<file path="src/rtl/core/cbes_pkg.sv">
// Shared types, codes and constants of the conveyor blind ejector scheduler.
`timescale 1ns / 1ps
package cbes_pkg;

  localparam int SLOTS_DEF   = 8;
  localparam int CD_PER_SLOT = 5;
  localparam int MAX_RES     = 32;
  localparam int CNT_W       = 6;
  localparam int NUM_W       = 45;
  localparam int DEN_W       = 22;

  localparam logic [31:0] NO_KICK      = 32'd9999999;
  localparam logic [15:0] KICK_MS      = 16'd400;
  localparam logic [15:0] RETRACT_MS   = 16'd200;
  localparam logic [6:0]  REST_ANGLE   = 7'd90;
  localparam logic [6:0]  STRIKE_ANGLE = 7'd0;
  localparam int          END_EXTRA_MS = 1000;
  localparam logic [9:0]  MS_PER_S_DIV = 10'd1000;

  localparam logic [2:0] REG_BOX_LEN  = 3'd0;
  localparam logic [2:0] REG_ZONE1    = 3'd1;
  localparam logic [2:0] REG_ZONE2    = 3'd2;
  localparam logic [2:0] REG_ZONE3    = 3'd3;
  localparam logic [2:0] REG_KICK_OFS = 3'd4;
  localparam logic [2:0] REG_TYPES    = 3'd5;

  localparam logic [2:0] CD_S1   = 3'd0;
  localparam logic [2:0] CD_S3   = 3'd2;
  localparam logic [2:0] CD_KICK = 3'd3;
  localparam logic [2:0] CD_END  = 3'd4;

  localparam logic [1:0] PH_TRAVEL  = 2'd0;
  localparam logic [1:0] PH_KICK    = 2'd1;
  localparam logic [1:0] PH_RETRACT = 2'd2;

  localparam logic [1:0] NO_EJECTOR   = 2'd3;
  localparam logic [2:0] TYPE_NONE    = 3'd0;
  localparam logic [2:0] TYPE_UNKNOWN = 3'd1;

  typedef enum logic [1:0] {
    CMD_TICK, CMD_EDGE, CMD_SET_TYPE, CMD_ENABLE
  } cmd_t;

  typedef enum logic [2:0] {
    EV_NONE, EV_NEW_BOX, EV_SENSOR, EV_SERVO, EV_EJECT
  } event_t;

  typedef enum logic [3:0] {
    S_IDLE, S_RDI, S_RDC, S_CALC, S_SERVO, S_FMUL, S_FDIV, S_FWR, S_FNK, S_FEND,
    S_FINFO, S_PUSH, S_FIN
  } fsm_t;

  typedef struct packed {
    logic [2:0]  btype;
    logic [1:0]  ej;
    logic [2:0]  flags;
    logic [1:0]  phase;
    logic [15:0] sw;
  } slot_info_t;

  typedef struct packed {
    event_t     res;
    logic [2:0] btype;
    logic [1:0] sensor;
    logic [1:0] ejector;
    logic [6:0] angle;
  } ev_t;

endpackage

</file>
<file path="src/rtl/core/conveyor_blind_ejector_scheduler.sv">
// Top level of the conveyor blind ejector scheduler: slot walk, edge math, event output.
//
//  channel | ports               | payload
//  --------+---------------------+------------------------------------------------
//  in      | in_tvalid/tready    | tuser cmd; tdata tick_ms, object_present, time_us,
//          |                     | box_type, enable
//  out     | out_tvalid/tready   | tuser event_res; tdata type, sensor, ejector,
//          |                     | angle; tlast last
//  cfg     | cfg_we/index/wdata  | six registers, index 0..5
//
// A tick walks the slots in turn: an active slot gets a slot read, 5 countdown read-modify-writes
// in the countdown RAM and one servo step, an idle slot is skipped, and each event is pushed.
// A falling edge that creates a box runs the bit-serial divider once for each of up to
// four distance countdowns.
// Reset is synchronous and clears all control state.
// A stalled output holds the block in place; the next item is taken once the final
// result of the current one sits in the output register.
`timescale 1ns / 1ps
module conveyor_blind_ejector_scheduler #(
  parameter int SLOTS = cbes_pkg::SLOTS_DEF
) (
  input  logic        clk,
  input  logic        rst_n,
  input  logic        in_tvalid,
  output logic        in_tready,
  input  logic [1:0]  in_tuser,   // cmd
  input  logic [47:0] in_tdata,   // tick_ms, object_present, time_us, box_type, enable
  output logic        out_tvalid,
  input  logic        out_tready,
  output logic [2:0]  out_tuser,  // event_res
  output logic [15:0] out_tdata,  // event_box_type, sensor_index, ejector_index, servo_angle
  output logic        out_tlast,
  input  logic        cfg_we,
  input  logic [2:0]  cfg_index,
  input  logic [11:0] cfg_wdata
);
  import cbes_pkg::*;

  localparam int SW       = (SLOTS > 1) ? $clog2(SLOTS) : 1;
  localparam int KW       = $clog2(SLOTS + 1);
  localparam int CD_DEPTH = SLOTS * CD_PER_SLOT;
  localparam int CAW      = $clog2(CD_DEPTH);
  localparam int IW       = $bits(slot_info_t);

  logic [11:0] len_r, zone1_r, zone2_r, zone3_r, kofs_r;
  logic [8:0]  types_r;

  fsm_t             state_r, state_nxt, ret_r, ret_nxt;
  logic             enabled_r, enabled_nxt, rise_v_r, rise_v_nxt;
  logic [2:0]       mtype_r, mtype_nxt;
  logic [31:0]      rise_r, rise_nxt, d_r, d_nxt;
  logic [SLOTS-1:0] active_r, active_nxt;
  logic [KW-1:0]    k_r, k_nxt;
  logic [2:0]       j_r, j_nxt;
  logic [7:0]       tick_r, tick_nxt;
  logic [4:0]       le_r, le_nxt;
  slot_info_t       info_r, info_nxt;
  ev_t              evn_r, evn_nxt, pend_r, pend_nxt, out_r, out_nxt;
  logic             pend_v_r, pend_v_nxt, out_v_r, out_v_nxt, out_last_r, out_last_nxt;
  logic [CNT_W-1:0] cnt_r, cnt_nxt;
  logic [1:0]       ej_r, ej_nxt, m_r, m_nxt;
  logic             neg_r, neg_nxt;
  logic [DEN_W-1:0] den_r, den_nxt, rem_r, rem_nxt;
  logic [NUM_W-1:0] num_r, num_nxt, q_r, q_nxt;
  logic [5:0]       bit_r, bit_nxt;
  logic [31:0]      s3_r, s3_nxt;

  cmd_t        cmd;
  logic [7:0]  f_tick;
  logic        f_present, f_enable;
  logic [31:0] f_time, f_d;
  logic [2:0]  f_type;
  logic        out_free, push_go;
  logic [SW-1:0] free_idx, kidx;
  logic        free_any;
  logic [1:0]  ej_match;
  logic [12:0] span, mag;
  logic signed [13:0] diff;
  logic [DEN_W:0] shifted;
  logic [31:0] qsat, cd_nv, end_v;
  logic signed [32:0] cd_diff, end_sum;
  logic [16:0] sw_sum;
  logic [15:0] sw_sat;
  logic [CAW-1:0] cd_base;

  logic           cd_we, cd_re, inf_we, inf_re;
  logic [CAW-1:0] cd_waddr, cd_raddr;
  logic [31:0]    cd_wdata, cd_rdata;
  slot_info_t     inf_wdata, inf_rdata;

  assign cmd       = cmd_t'(in_tuser);
  assign f_tick    = in_tdata[7:0];
  assign f_present = in_tdata[8];
  assign f_time    = in_tdata[40:9];
  assign f_type    = in_tdata[43:41];
  assign f_enable  = in_tdata[44];
  assign f_d       = f_time - rise_r;
  assign kidx      = k_r[SW-1:0];
  assign cd_base   = CAW'(kidx) * CAW'(CD_PER_SLOT);
  assign out_free  = !out_v_r || out_tready;
  assign push_go   = (cnt_r >= CNT_W'(MAX_RES)) || !pend_v_r || out_free;

  assign in_tready  = (state_r == S_IDLE);
  assign out_tvalid = out_v_r;
  assign out_tuser  = out_r.res;
  assign out_tdata  = {2'b00, out_r.angle, out_r.ejector, out_r.sensor, out_r.btype};
  assign out_tlast  = out_last_r;

  always_ff @(posedge clk) begin
    if (!rst_n) begin
      len_r   <= 12'd80;
      zone1_r <= 12'd100;
      zone2_r <= 12'd200;
      zone3_r <= 12'd300;
      kofs_r  <= 12'd20;
      types_r <= 9'd0;
    end else if (cfg_we) begin
      case (cfg_index)
        REG_BOX_LEN:  if (cfg_wdata != 12'd0) len_r   <= cfg_wdata;
        REG_ZONE1:    if (cfg_wdata != 12'd0) zone1_r <= cfg_wdata;
        REG_ZONE2:    if (cfg_wdata != 12'd0) zone2_r <= cfg_wdata;
        REG_ZONE3:    if (cfg_wdata != 12'd0) zone3_r <= cfg_wdata;
        REG_KICK_OFS: if (cfg_wdata != 12'd0) kofs_r  <= cfg_wdata;
        REG_TYPES:    types_r <= cfg_wdata[8:0];
        default: ;
      endcase
    end
  end

  always_comb begin
    free_any = 1'b0;
    free_idx = '0;
    for (int i = SLOTS - 1; i >= 0; i--) begin
      if (!active_r[i]) begin
        free_any = 1'b1;
        free_idx = SW'(i);
      end
    end
    ej_match = NO_EJECTOR;
    for (int e = 2; e >= 0; e--) begin
      if (mtype_r != TYPE_UNKNOWN && types_r[3*e +: 3] == mtype_r) begin
        ej_match = 2'(e);
      end
    end
  end

  always_comb begin
    case (m_r)
      2'd0: span = {1'b0, zone1_r};
      2'd1: span = {1'b0, zone2_r};
      2'd2: span = {1'b0, zone3_r};
      default: begin
        case (ej_r)
          2'd0: span = {1'b0, zone1_r} + {1'b0, kofs_r};
          2'd1: span = {1'b0, zone2_r} + {1'b0, kofs_r};
          default: span = {1'b0, zone3_r} + {1'b0, kofs_r};
        endcase
      end
    endcase
    diff = $signed({1'b0, span}) - $signed({2'b00, len_r});
    mag  = diff[13] ? 13'(-diff) : diff[12:0];
    shifted = {rem_r, num_r[NUM_W-1]};
    if (!neg_r) begin
      qsat = (|q_r[NUM_W-1:31]) ? 32'h7fffffff : {1'b0, q_r[30:0]};
    end else begin
      qsat = ((|q_r[NUM_W-1:32]) || (q_r[31] && (|q_r[30:0]))) ? 32'h80000000
           : (32'd0 - q_r[31:0]);
    end
    cd_diff = $signed({cd_rdata[31], cd_rdata}) - $signed({25'd0, tick_r});
    cd_nv   = (cd_diff[32] != cd_diff[31]) ? 32'h80000000 : cd_diff[31:0];
    end_sum = $signed({s3_r[31], s3_r}) + 33'(END_EXTRA_MS);
    end_v   = (end_sum[32] != end_sum[31]) ? 32'h7fffffff : end_sum[31:0];
    sw_sum  = {1'b0, info_r.sw} + {9'd0, tick_r};
    sw_sat  = sw_sum[16] ? 16'hffff : sw_sum[15:0];
  end

  always_comb begin
    state_nxt = state_r;
    case (state_r)
      S_IDLE: begin
        if (in_tvalid) begin
          state_nxt = S_FIN;
          if (cmd == CMD_TICK && enabled_r) begin
            state_nxt = S_RDI;
          end else if (cmd == CMD_EDGE && enabled_r && !f_present && rise_v_r &&
                       mtype_r != TYPE_NONE && f_d != 32'd0 && free_any) begin
            state_nxt = S_FMUL;
          end
        end
      end
      S_RDI: begin
        if (k_r == KW'(SLOTS)) begin
          state_nxt = S_FIN;
        end else if (active_r[kidx]) begin
          state_nxt = S_RDC;
        end
      end
      S_RDC: state_nxt = S_CALC;
      S_CALC: begin
        if (j_r < 3'd3 && (cd_nv[31] || cd_nv == 32'd0) && !info_r.flags[j_r[1:0]]) begin
          state_nxt = S_PUSH;
        end else if (j_r == CD_END) begin
          state_nxt = S_SERVO;
        end else begin
          state_nxt = S_RDC;
        end
      end
      S_SERVO: begin
        state_nxt = S_RDI;
        case (info_r.phase)
          PH_TRAVEL:  if (info_r.ej != NO_EJECTOR && le_r[CD_KICK]) state_nxt = S_PUSH;
          PH_KICK:    if (sw_sat >= KICK_MS) state_nxt = S_PUSH;
          PH_RETRACT: if (sw_sat >= RETRACT_MS) state_nxt = S_PUSH;
          default: ;
        endcase
      end
      S_FMUL: state_nxt = S_FDIV;
      S_FDIV: if (bit_r == 6'(NUM_W - 1)) state_nxt = S_FWR;
      S_FWR: begin
        if (m_r == 2'd3) begin
          state_nxt = S_FEND;
        end else if (m_r == 2'd2 && ej_r == NO_EJECTOR) begin
          state_nxt = S_FNK;
        end else begin
          state_nxt = S_FMUL;
        end
      end
      S_FNK:   state_nxt = S_FEND;
      S_FEND:  state_nxt = S_FINFO;
      S_FINFO: state_nxt = S_PUSH;
      S_PUSH:  if (push_go) state_nxt = ret_r;
      S_FIN:   if (out_free) state_nxt = S_IDLE;
      default: state_nxt = S_IDLE;
    endcase
  end

  always_comb begin
    ret_nxt = ret_r;       enabled_nxt = enabled_r; rise_v_nxt = rise_v_r;
    mtype_nxt = mtype_r;   rise_nxt = rise_r;       d_nxt = d_r;
    active_nxt = active_r; k_nxt = k_r;             j_nxt = j_r;
    tick_nxt = tick_r;     le_nxt = le_r;           info_nxt = info_r;
    evn_nxt = evn_r;       pend_nxt = pend_r;       pend_v_nxt = pend_v_r;
    out_nxt = out_r;       out_last_nxt = out_last_r;
    out_v_nxt = out_v_r && !out_tready;
    cnt_nxt = cnt_r;       ej_nxt = ej_r;           m_nxt = m_r;
    neg_nxt = neg_r;       den_nxt = den_r;         rem_nxt = rem_r;
    num_nxt = num_r;       q_nxt = q_r;             bit_nxt = bit_r;
    s3_nxt = s3_r;
    cd_we = 1'b0;  cd_waddr = cd_base;  cd_wdata = qsat;
    cd_re = 1'b0;  cd_raddr = cd_base + CAW'(j_r);
    inf_we = 1'b0; inf_wdata = info_r;  inf_re = 1'b0;
    case (state_r)
      S_IDLE: begin
        if (in_tvalid) begin
          case (cmd)
            CMD_TICK: begin
              tick_nxt = f_tick;
              k_nxt    = '0;
            end
            CMD_EDGE: begin
              if (enabled_r) begin
                if (f_present) begin
                  rise_nxt   = f_time;
                  rise_v_nxt = 1'b1;
                end else if (rise_v_r && mtype_r != TYPE_NONE && f_d != 32'd0) begin
                  d_nxt   = f_d;
                  ej_nxt  = ej_match;
                  m_nxt   = 2'd0;
                  k_nxt   = KW'(free_idx);
                  den_nxt = DEN_W'(len_r) * DEN_W'(MS_PER_S_DIV);
                  if (!free_any) mtype_nxt = TYPE_NONE;
                end
              end
            end
            CMD_SET_TYPE: mtype_nxt = f_type;
            CMD_ENABLE: begin
              enabled_nxt = f_enable;
              if (!f_enable) active_nxt = '0;
            end
            default: ;
          endcase
        end
      end
      S_RDI: begin
        if (k_r != KW'(SLOTS)) begin
          if (active_r[kidx]) begin
            inf_re = 1'b1;
            j_nxt  = CD_S1;
          end else begin
            k_nxt = k_r + KW'(1);
          end
        end
      end
      S_RDC: begin
        if (j_r == CD_S1) info_nxt = inf_rdata;
        cd_re = 1'b1;
      end
      S_CALC: begin
        cd_we    = 1'b1;
        cd_waddr = cd_base + CAW'(j_r);
        cd_wdata = cd_nv;
        le_nxt[j_r] = cd_nv[31] || cd_nv == 32'd0;
        j_nxt = j_r + 3'd1;
        ret_nxt = (j_r == CD_END) ? S_SERVO : S_RDC;
        if (j_r < 3'd3 && (cd_nv[31] || cd_nv == 32'd0) && !info_r.flags[j_r[1:0]]) begin
          info_nxt.flags[j_r[1:0]] = 1'b1;
          evn_nxt = '{res: EV_SENSOR, btype: 3'd0, sensor: 2'(j_r + 3'd1),
                      ejector: 2'd0, angle: 7'd0};
        end
      end
      S_SERVO: begin
        inf_we  = 1'b1;
        k_nxt   = k_r + KW'(1);
        ret_nxt = S_RDI;
        evn_nxt = '{res: EV_SERVO, btype: 3'd0, sensor: 2'd0, ejector: info_r.ej,
                    angle: REST_ANGLE};
        case (info_r.phase)
          PH_TRAVEL: begin
            if (info_r.ej != NO_EJECTOR && le_r[CD_KICK]) begin
              inf_wdata.sw    = 16'd0;
              inf_wdata.phase = PH_KICK;
              evn_nxt.angle   = STRIKE_ANGLE;
            end else if (le_r[CD_END]) begin
              active_nxt[kidx] = 1'b0;
            end
          end
          PH_KICK: begin
            inf_wdata.sw = sw_sat;
            if (sw_sat >= KICK_MS) begin
              inf_wdata.sw    = 16'd0;
              inf_wdata.phase = PH_RETRACT;
            end
          end
          PH_RETRACT: begin
            inf_wdata.sw = sw_sat;
            if (sw_sat >= RETRACT_MS) begin
              active_nxt[kidx] = 1'b0;
              evn_nxt = '{res: EV_EJECT, btype: info_r.btype, sensor: 2'd0,
                          ejector: 2'd0, angle: 7'd0};
            end
          end
          default: ;
        endcase
      end
      S_FMUL: begin
        num_nxt = NUM_W'(d_r) * NUM_W'(mag);
        neg_nxt = diff[13];
        rem_nxt = '0;
        q_nxt   = '0;
        bit_nxt = 6'd0;
      end
      S_FDIV: begin
        num_nxt = {num_r[NUM_W-2:0], 1'b0};
        bit_nxt = bit_r + 6'd1;
        if (shifted >= {1'b0, den_r}) begin
          rem_nxt = DEN_W'(shifted - {1'b0, den_r});
          q_nxt   = {q_r[NUM_W-2:0], 1'b1};
        end else begin
          rem_nxt = shifted[DEN_W-1:0];
          q_nxt   = {q_r[NUM_W-2:0], 1'b0};
        end
      end
      S_FWR: begin
        cd_we    = 1'b1;
        cd_waddr = cd_base + CAW'(m_r);
        if (m_r == 2'd2) s3_nxt = qsat;
        m_nxt = m_r + 2'd1;
      end
      S_FNK: begin
        cd_we    = 1'b1;
        cd_waddr = cd_base + CAW'(CD_KICK);
        cd_wdata = NO_KICK;
      end
      S_FEND: begin
        cd_we    = 1'b1;
        cd_waddr = cd_base + CAW'(CD_END);
        cd_wdata = end_v;
      end
      S_FINFO: begin
        inf_we    = 1'b1;
        inf_wdata = '{btype: mtype_r, ej: ej_r, flags: 3'd0, phase: PH_TRAVEL, sw: 16'd0};
        active_nxt[kidx] = 1'b1;
        mtype_nxt = TYPE_NONE;
        ret_nxt   = S_FIN;
        evn_nxt   = '{res: EV_NEW_BOX, btype: mtype_r, sensor: 2'd0, ejector: 2'd0,
                      angle: 7'd0};
      end
      S_PUSH: begin
        if (cnt_r < CNT_W'(MAX_RES) && push_go) begin
          if (pend_v_r) begin
            out_nxt      = pend_r;
            out_last_nxt = 1'b0;
            out_v_nxt    = 1'b1;
          end
          pend_nxt   = evn_r;
          pend_v_nxt = 1'b1;
          cnt_nxt    = cnt_r + CNT_W'(1);
        end
      end
      S_FIN: begin
        if (out_free) begin
          out_nxt      = pend_v_r ? pend_r : '{res: EV_NONE, btype: 3'd0, sensor: 2'd0,
                                               ejector: 2'd0, angle: 7'd0};
          out_last_nxt = 1'b1;
          out_v_nxt    = 1'b1;
          pend_v_nxt   = 1'b0;
          cnt_nxt      = '0;
        end
      end
      default: ;
    endcase
  end

  always_ff @(posedge clk) begin
    if (!rst_n) begin
      state_r   <= S_IDLE;
      ret_r     <= S_IDLE;
      enabled_r <= 1'b0;
      rise_v_r  <= 1'b0;
      mtype_r   <= TYPE_NONE;
      rise_r    <= 32'd0;
      active_r  <= '0;
      k_r       <= '0;
      j_r       <= '0;
      pend_v_r  <= 1'b0;
      out_v_r   <= 1'b0;
      cnt_r     <= '0;
    end else begin
      state_r   <= state_nxt;
      ret_r     <= ret_nxt;
      enabled_r <= enabled_nxt;
      rise_v_r  <= rise_v_nxt;
      mtype_r   <= mtype_nxt;
      rise_r    <= rise_nxt;
      active_r  <= active_nxt;
      k_r       <= k_nxt;
      j_r       <= j_nxt;
      pend_v_r  <= pend_v_nxt;
      out_v_r   <= out_v_nxt;
      cnt_r     <= cnt_nxt;
    end
    d_r <= d_nxt;       tick_r <= tick_nxt;   le_r <= le_nxt;     info_r <= info_nxt;
    evn_r <= evn_nxt;   pend_r <= pend_nxt;   out_r <= out_nxt;   out_last_r <= out_last_nxt;
    ej_r <= ej_nxt;     m_r <= m_nxt;         neg_r <= neg_nxt;   den_r <= den_nxt;
    rem_r <= rem_nxt;   num_r <= num_nxt;     q_r <= q_nxt;       bit_r <= bit_nxt;
    s3_r <= s3_nxt;
  end

  cbes_ram #(.WIDTH(32), .DEPTH(CD_DEPTH), .AW(CAW)) u_cd_ram (
    .clk   (clk),
    .we    (cd_we),
    .waddr (cd_waddr),
    .wdata (cd_wdata),
    .re    (cd_re),
    .raddr (cd_raddr),
    .rdata (cd_rdata)
  );

  cbes_ram #(.WIDTH(IW), .DEPTH(SLOTS), .AW(SW)) u_info_ram (
    .clk   (clk),
    .we    (inf_we),
    .waddr (kidx),
    .wdata (inf_wdata),
    .re    (inf_re),
    .raddr (kidx),
    .rdata (inf_rdata)
  );

  a_idle_clean: assert property (@(posedge clk) disable iff (!rst_n)
    state_r == S_IDLE |-> !pend_v_r && cnt_r == '0)
    else $error("pending event or count left over in idle");

  a_cnt_bound: assert property (@(posedge clk) disable iff (!rst_n)
    cnt_r <= CNT_W'(MAX_RES))
    else $error("event count beyond limit");

  a_fin_last: assert property (@(posedge clk) disable iff (!rst_n)
    (state_r == S_FIN && out_free) |=> (state_r == S_IDLE && out_v_r && out_last_r))
    else $error("final item not marked last");

  a_push_ret: assert property (@(posedge clk) disable iff (!rst_n)
    state_r == S_PUSH |-> (ret_r == S_RDC || ret_r == S_SERVO || ret_r == S_RDI ||
                           ret_r == S_FIN))
    else $error("bad return state from push");

endmodule

</file>
<file path="src/rtl/core/cbes_ram.sv">
// Generic simple dual-port RAM with registered read.
`timescale 1ns / 1ps
module cbes_ram #(
  parameter int WIDTH = 8,
  parameter int DEPTH = 8,
  parameter int AW    = (DEPTH > 1) ? $clog2(DEPTH) : 1
) (
  input  logic             clk,
  input  logic             we,
  input  logic [AW-1:0]    waddr,
  input  logic [WIDTH-1:0] wdata,
  input  logic             re,
  input  logic [AW-1:0]    raddr,
  output logic [WIDTH-1:0] rdata
);

  logic [WIDTH-1:0] mem [DEPTH];

  always_ff @(posedge clk) begin
    if (we) begin
      mem[waddr] <= wdata;
    end
    if (re) begin
      rdata <= mem[raddr];
    end
  end

endmodule

</file>
<file path="config.mk">
export PLATFORM = sky130hd
export DESIGN_NAME = conveyor_blind_ejector_scheduler
export DESIGN_NICKNAME = d
export VERILOG_FILES = /design/src/rtl/core/cbes_pkg.sv /design/src/rtl/core/conveyor_blind_ejector_scheduler.sv /design/src/rtl/core/cbes_ram.sv
export SDC_FILE = /design/constraint.sdc
export NUM_CORES = 2
export LEC_CHECK = 0
export BUFFER_PORTS_ARGS = -buffer_cell sky130_fd_sc_hd__buf_4
export CAP_MARGIN = 0
export CORE_MARGIN = 5
export CORE_UTILIZATION = 55
export CTS_CLUSTER_SIZE = 40
export DETAILED_ROUTE_END_ITERATION = 12
export GPL_ROUTABILITY_DRIVEN = 0
export PLACE_DENSITY_LB_ADDON = 0.12
export SETUP_SLACK_MARGIN = 0.1
export SLEW_MARGIN = 15
export SYNTH_ARGS = -nofsm -noshare
export SYNTH_HDL_FRONTEND = slang
export SYNTH_SLANG_ARGS = --single-unit
</file>
<file path="constraint.sdc">
create_clock -name clk -period 17.4 [get_ports clk]
set_clock_uncertainty 0.15 [all_clocks]
set_input_delay 0 -clock clk [delete_from_list [all_inputs] [get_ports clk]]
set_output_delay 0 -clock clk [all_outputs]
set_load 0.01 [all_outputs]
</file>
==> impl_metrics.yaml <==
status:
  status: "complete, no violations"
clock_network:
  htree_num_levels: 4
  cts_root_buffer: "clkbuf_16"
  cts_resized: 0
  cts_num_sinks: 1959
  clock_latency_ns: 0.84
  postCtsSetupRepairBufs: 0
  cts.clk_slew.worst_paths_ns: 0.06
  cts_buffers: 200
  clk_path_buf_depth: 3
  cts_tree: "done"
worst_setup_path:
  cp-start-kind: "flop"
  slowest_delay_ns: 0.97
  crit_path_end_kind: "flop"
  r2r_cells: 42
  worstPathRequired_ns: 17.80
  crit_path_top_delay_cell: "edfxtp_1"
  worstPathMaxFanout: 32
  cp.arrival_ns: 13.58
  crit_type: "flop to flop"
yosys:
  netlist_instances: 6827
  syn_area_sq_um: 97510
  synth.distinct_cells: 94
  synth_area_leaders: "edfxtp_1 (56%), mux4_2 (8.9%), fa_1 (7.7%), ha_1 (3.3%), dfxtp_1 (2.8%)"
  synth_warnings: 0
  yosys.area.top_type: "edfxtp_1"
  ys_seq_area_share_pct: 58.92
  ys.flop_type: "edfxtp_1"
  asyncSetResetFlopFracSynth_pct: 0
  ys_seq_elements: 1959
  synth_top_area_share_pct: 56.11
  syn_avg_cell_area_sq_um: 14.28
  synth_edf_count: 1822
pwr:
  ir_worst_vdd_mv: 0.5354
  p_leak_nw: 38.78
  p_int_mw: 13.41
  p_comb_share_pct: 52.0
  total_power_mw: 22.03
  seq_power_share_pct: 29.1
  power.net_switching_mw: 8.615
  switching_share_pct: 39.11
  p_per_area_nw_per_um2: 200.4
  clkPwrFrac_pct: 18.9
timing:
  fin_crit_sh_pct: 75.77
  worst_slack_ns: 4.217
  fmax_ghz: 0.07585
  final_hold_viol_count: 0
  fin_setup_tns_ns: 0
  fin_crit_ns: 13.18
  slew_headroom_pct: 22.16
  slew_viol_final: 0
  worstMarginPinSlew_ns: 1.159
  setup_viol: 0
  rsz0062_at_grt: "false"
floorplan:
  core_region_area_sq_um: 176300
  die_y_um: 431.1
  rows: 154
  die_area_sq_um: 185800
  ios: 92
  die_x_um: 431.1
  start_util_pct: 55.31
run:
  max-cap-violations: 0
placement:
  post-place-ws_ns: 4.351
  place_area_sq_um: 101400
  io_buffers: 83
  hpwl_um: 140400
global_routing:
  grt-ovfl-total: 0
  use_met3_pct: 3.578
  grt_use_met1_pct: 36.35
  antenna_found_initial: 4
  track_usage_pct: 25.76
  grt_pass1_vias: 58881
  busiest_layer: "met2"
  grt_max_degree: 130
  grtUsageMet2_pct: 42.82
  grt_pass1_wl_um: 363500
route:
  wl_per_cell_um: 24.78
  drtPass1Iterations: 6
  via_per_inst: 6.054
  routed_wirelength_um: 238700
  ant_nets: 0
  first_iter_violations: 5251
  drc: 0
  vias: 58320
cells_and_area:
  final_util_pct: 62.34
  final_cell_mix: "edfxtp_1 (1822), nand2_1 (615), inv_1 (525), mux4_2 (384), fa_1 (375)"
  drive_above_1_share_pct: 13.88
  area_growth_pct: 12.72
  final_common_cell: "edfxtp_1"
  fin_area_sq_um: 109900
  nets: 7830
min_path:
  hold_path_depth: 4
  hp-class: "input pin to flop"
==> state kept, by name, summed over array words and instances (netlist names), 19 cells and up <==
signal            cells
den_r                19
q_r                  45
s3_r                 32
info_r               26
d_r                  32
u_info_ram.mem      208
rem_r                22
num_r                45
u_info_ram.rdata     26
u_cd_ram.mem       1280
rise_r               32
u_cd_ram.rdata       32
==> metrics by stage <==
| stage | std cells | hold WS, ns |
|---|---|---|
| after floorplan | 6831 | -0.05113 |
| after global placement | 9060 | 0.02856 |
| after detailed placement | 9060 | 0.03098 |
| after CTS | 9632 | 0.01216 |
| after global routing | 9634 | 0.07705 |
| final | 9634 | 0.1117 |
==> repair_timing <==
item | CTS | global route
hold endpoints to repair | 243 | 0
setup endpoints to repair | 0 | 0
hold buffers | 206 | 0
==> worst paths after layout <==
kind | slack [ns] | endpoint | from
hold / removal | 0.11 | zone3_r[5] | cfg_we
hold reg to reg | 0.27 | pend_r[12] | evn_r[12]
setup reg to reg | 4.22 | num_r[44] | ej_r[0]
setup / recovery | 4.22 | num_r[44] | ej_r[0]
==> Yosys cell counts, types with 12 or more instances <==
cell,count
a211oi_1,59
a21o_1,61
a21oi_1,292
a222oi_1,12
a22oi_1,110
a31oi_1,27
and2_1,146
and3_1,30
buf_1,48
clkbuf_1,271
dfxtp_1,137
edfxtp_1,1822
fa_1,376
ha_1,255
inv_1,525
mux2i_1,124
mux4_2,384
nand2_1,617
nand2b_1,50
nand3_1,71
nand3b_1,12
nand4_1,51
nor2_1,347
nor2b_1,159
nor3_1,98
nor4_1,29
o211ai_1,27
o21a_1,28
o21ai_0,185
o21bai_1,19
o31ai_1,22
or3_1,28
xnor2_1,120
xor2_1,65
==> metal layers <==
metal	wire [um]	up-vias
met3	15630	356
met4	5866	2
met2	117200	2079
met5	13	-
li1	-	25875
met1	100000	30008
==> critical path, delay by kind of cell, from the launching register on <==
kind / cells / cell delay (ns)
adder cells (fa/ha/maj): 8 / 3.68
multiplexers: 1 / 0.19
AND/OR/NAND/NOR: 11 / 2.17
AO/OA/AOI/OAI: 16 / 4.39
flip-flops: 1 / 0.97
XOR/XNOR: 3 / 1.19
buffers and inverters: 3 / 0.16
==> power groups by stage <==
| stage | combinational, mW | clock, mW | sequential [mW] |
|---|---|---|---|
| finish | 11.4 | 4.16 | 6.42 |
| global route | 12.9 | 4.45 | 6.44 |
| CTS | 11.5 | 4.24 | 6.42 |
| detailed placement | 11.3 | 0 | 6.52 |
| global placement | 11.2 | 0 | 6.51 |
| floorplan | 8.60 | 0 | 6.48 |
==> area by class of cell <==
type                    count  area [sq um]
clock buffers             249          5273
well taps                2340          2928
inverters                 529          1987
flip-flops and latches   1959         57460
repair buffers            427          3804
diodes                      1         2.502
clock inverters           117          1092
multi-input cells        4012         37370
fillers                 12999         66400
==> cell families after synthesis <==
family / count (synthesis) / share of synthesized area, %
buf+inv: 860 / 3.359
fa+ha+maj: 631 / 10.99
xor+xnor: 185 / 1.662
flops: 1959 / 58.92
simple gates: 1694 / 8.323
compound gates: 988 / 6.583
other cells: 1 / 0.003846
mux: 509 / 10.15
Note: power is estimated with default switching activity, not from simulation.
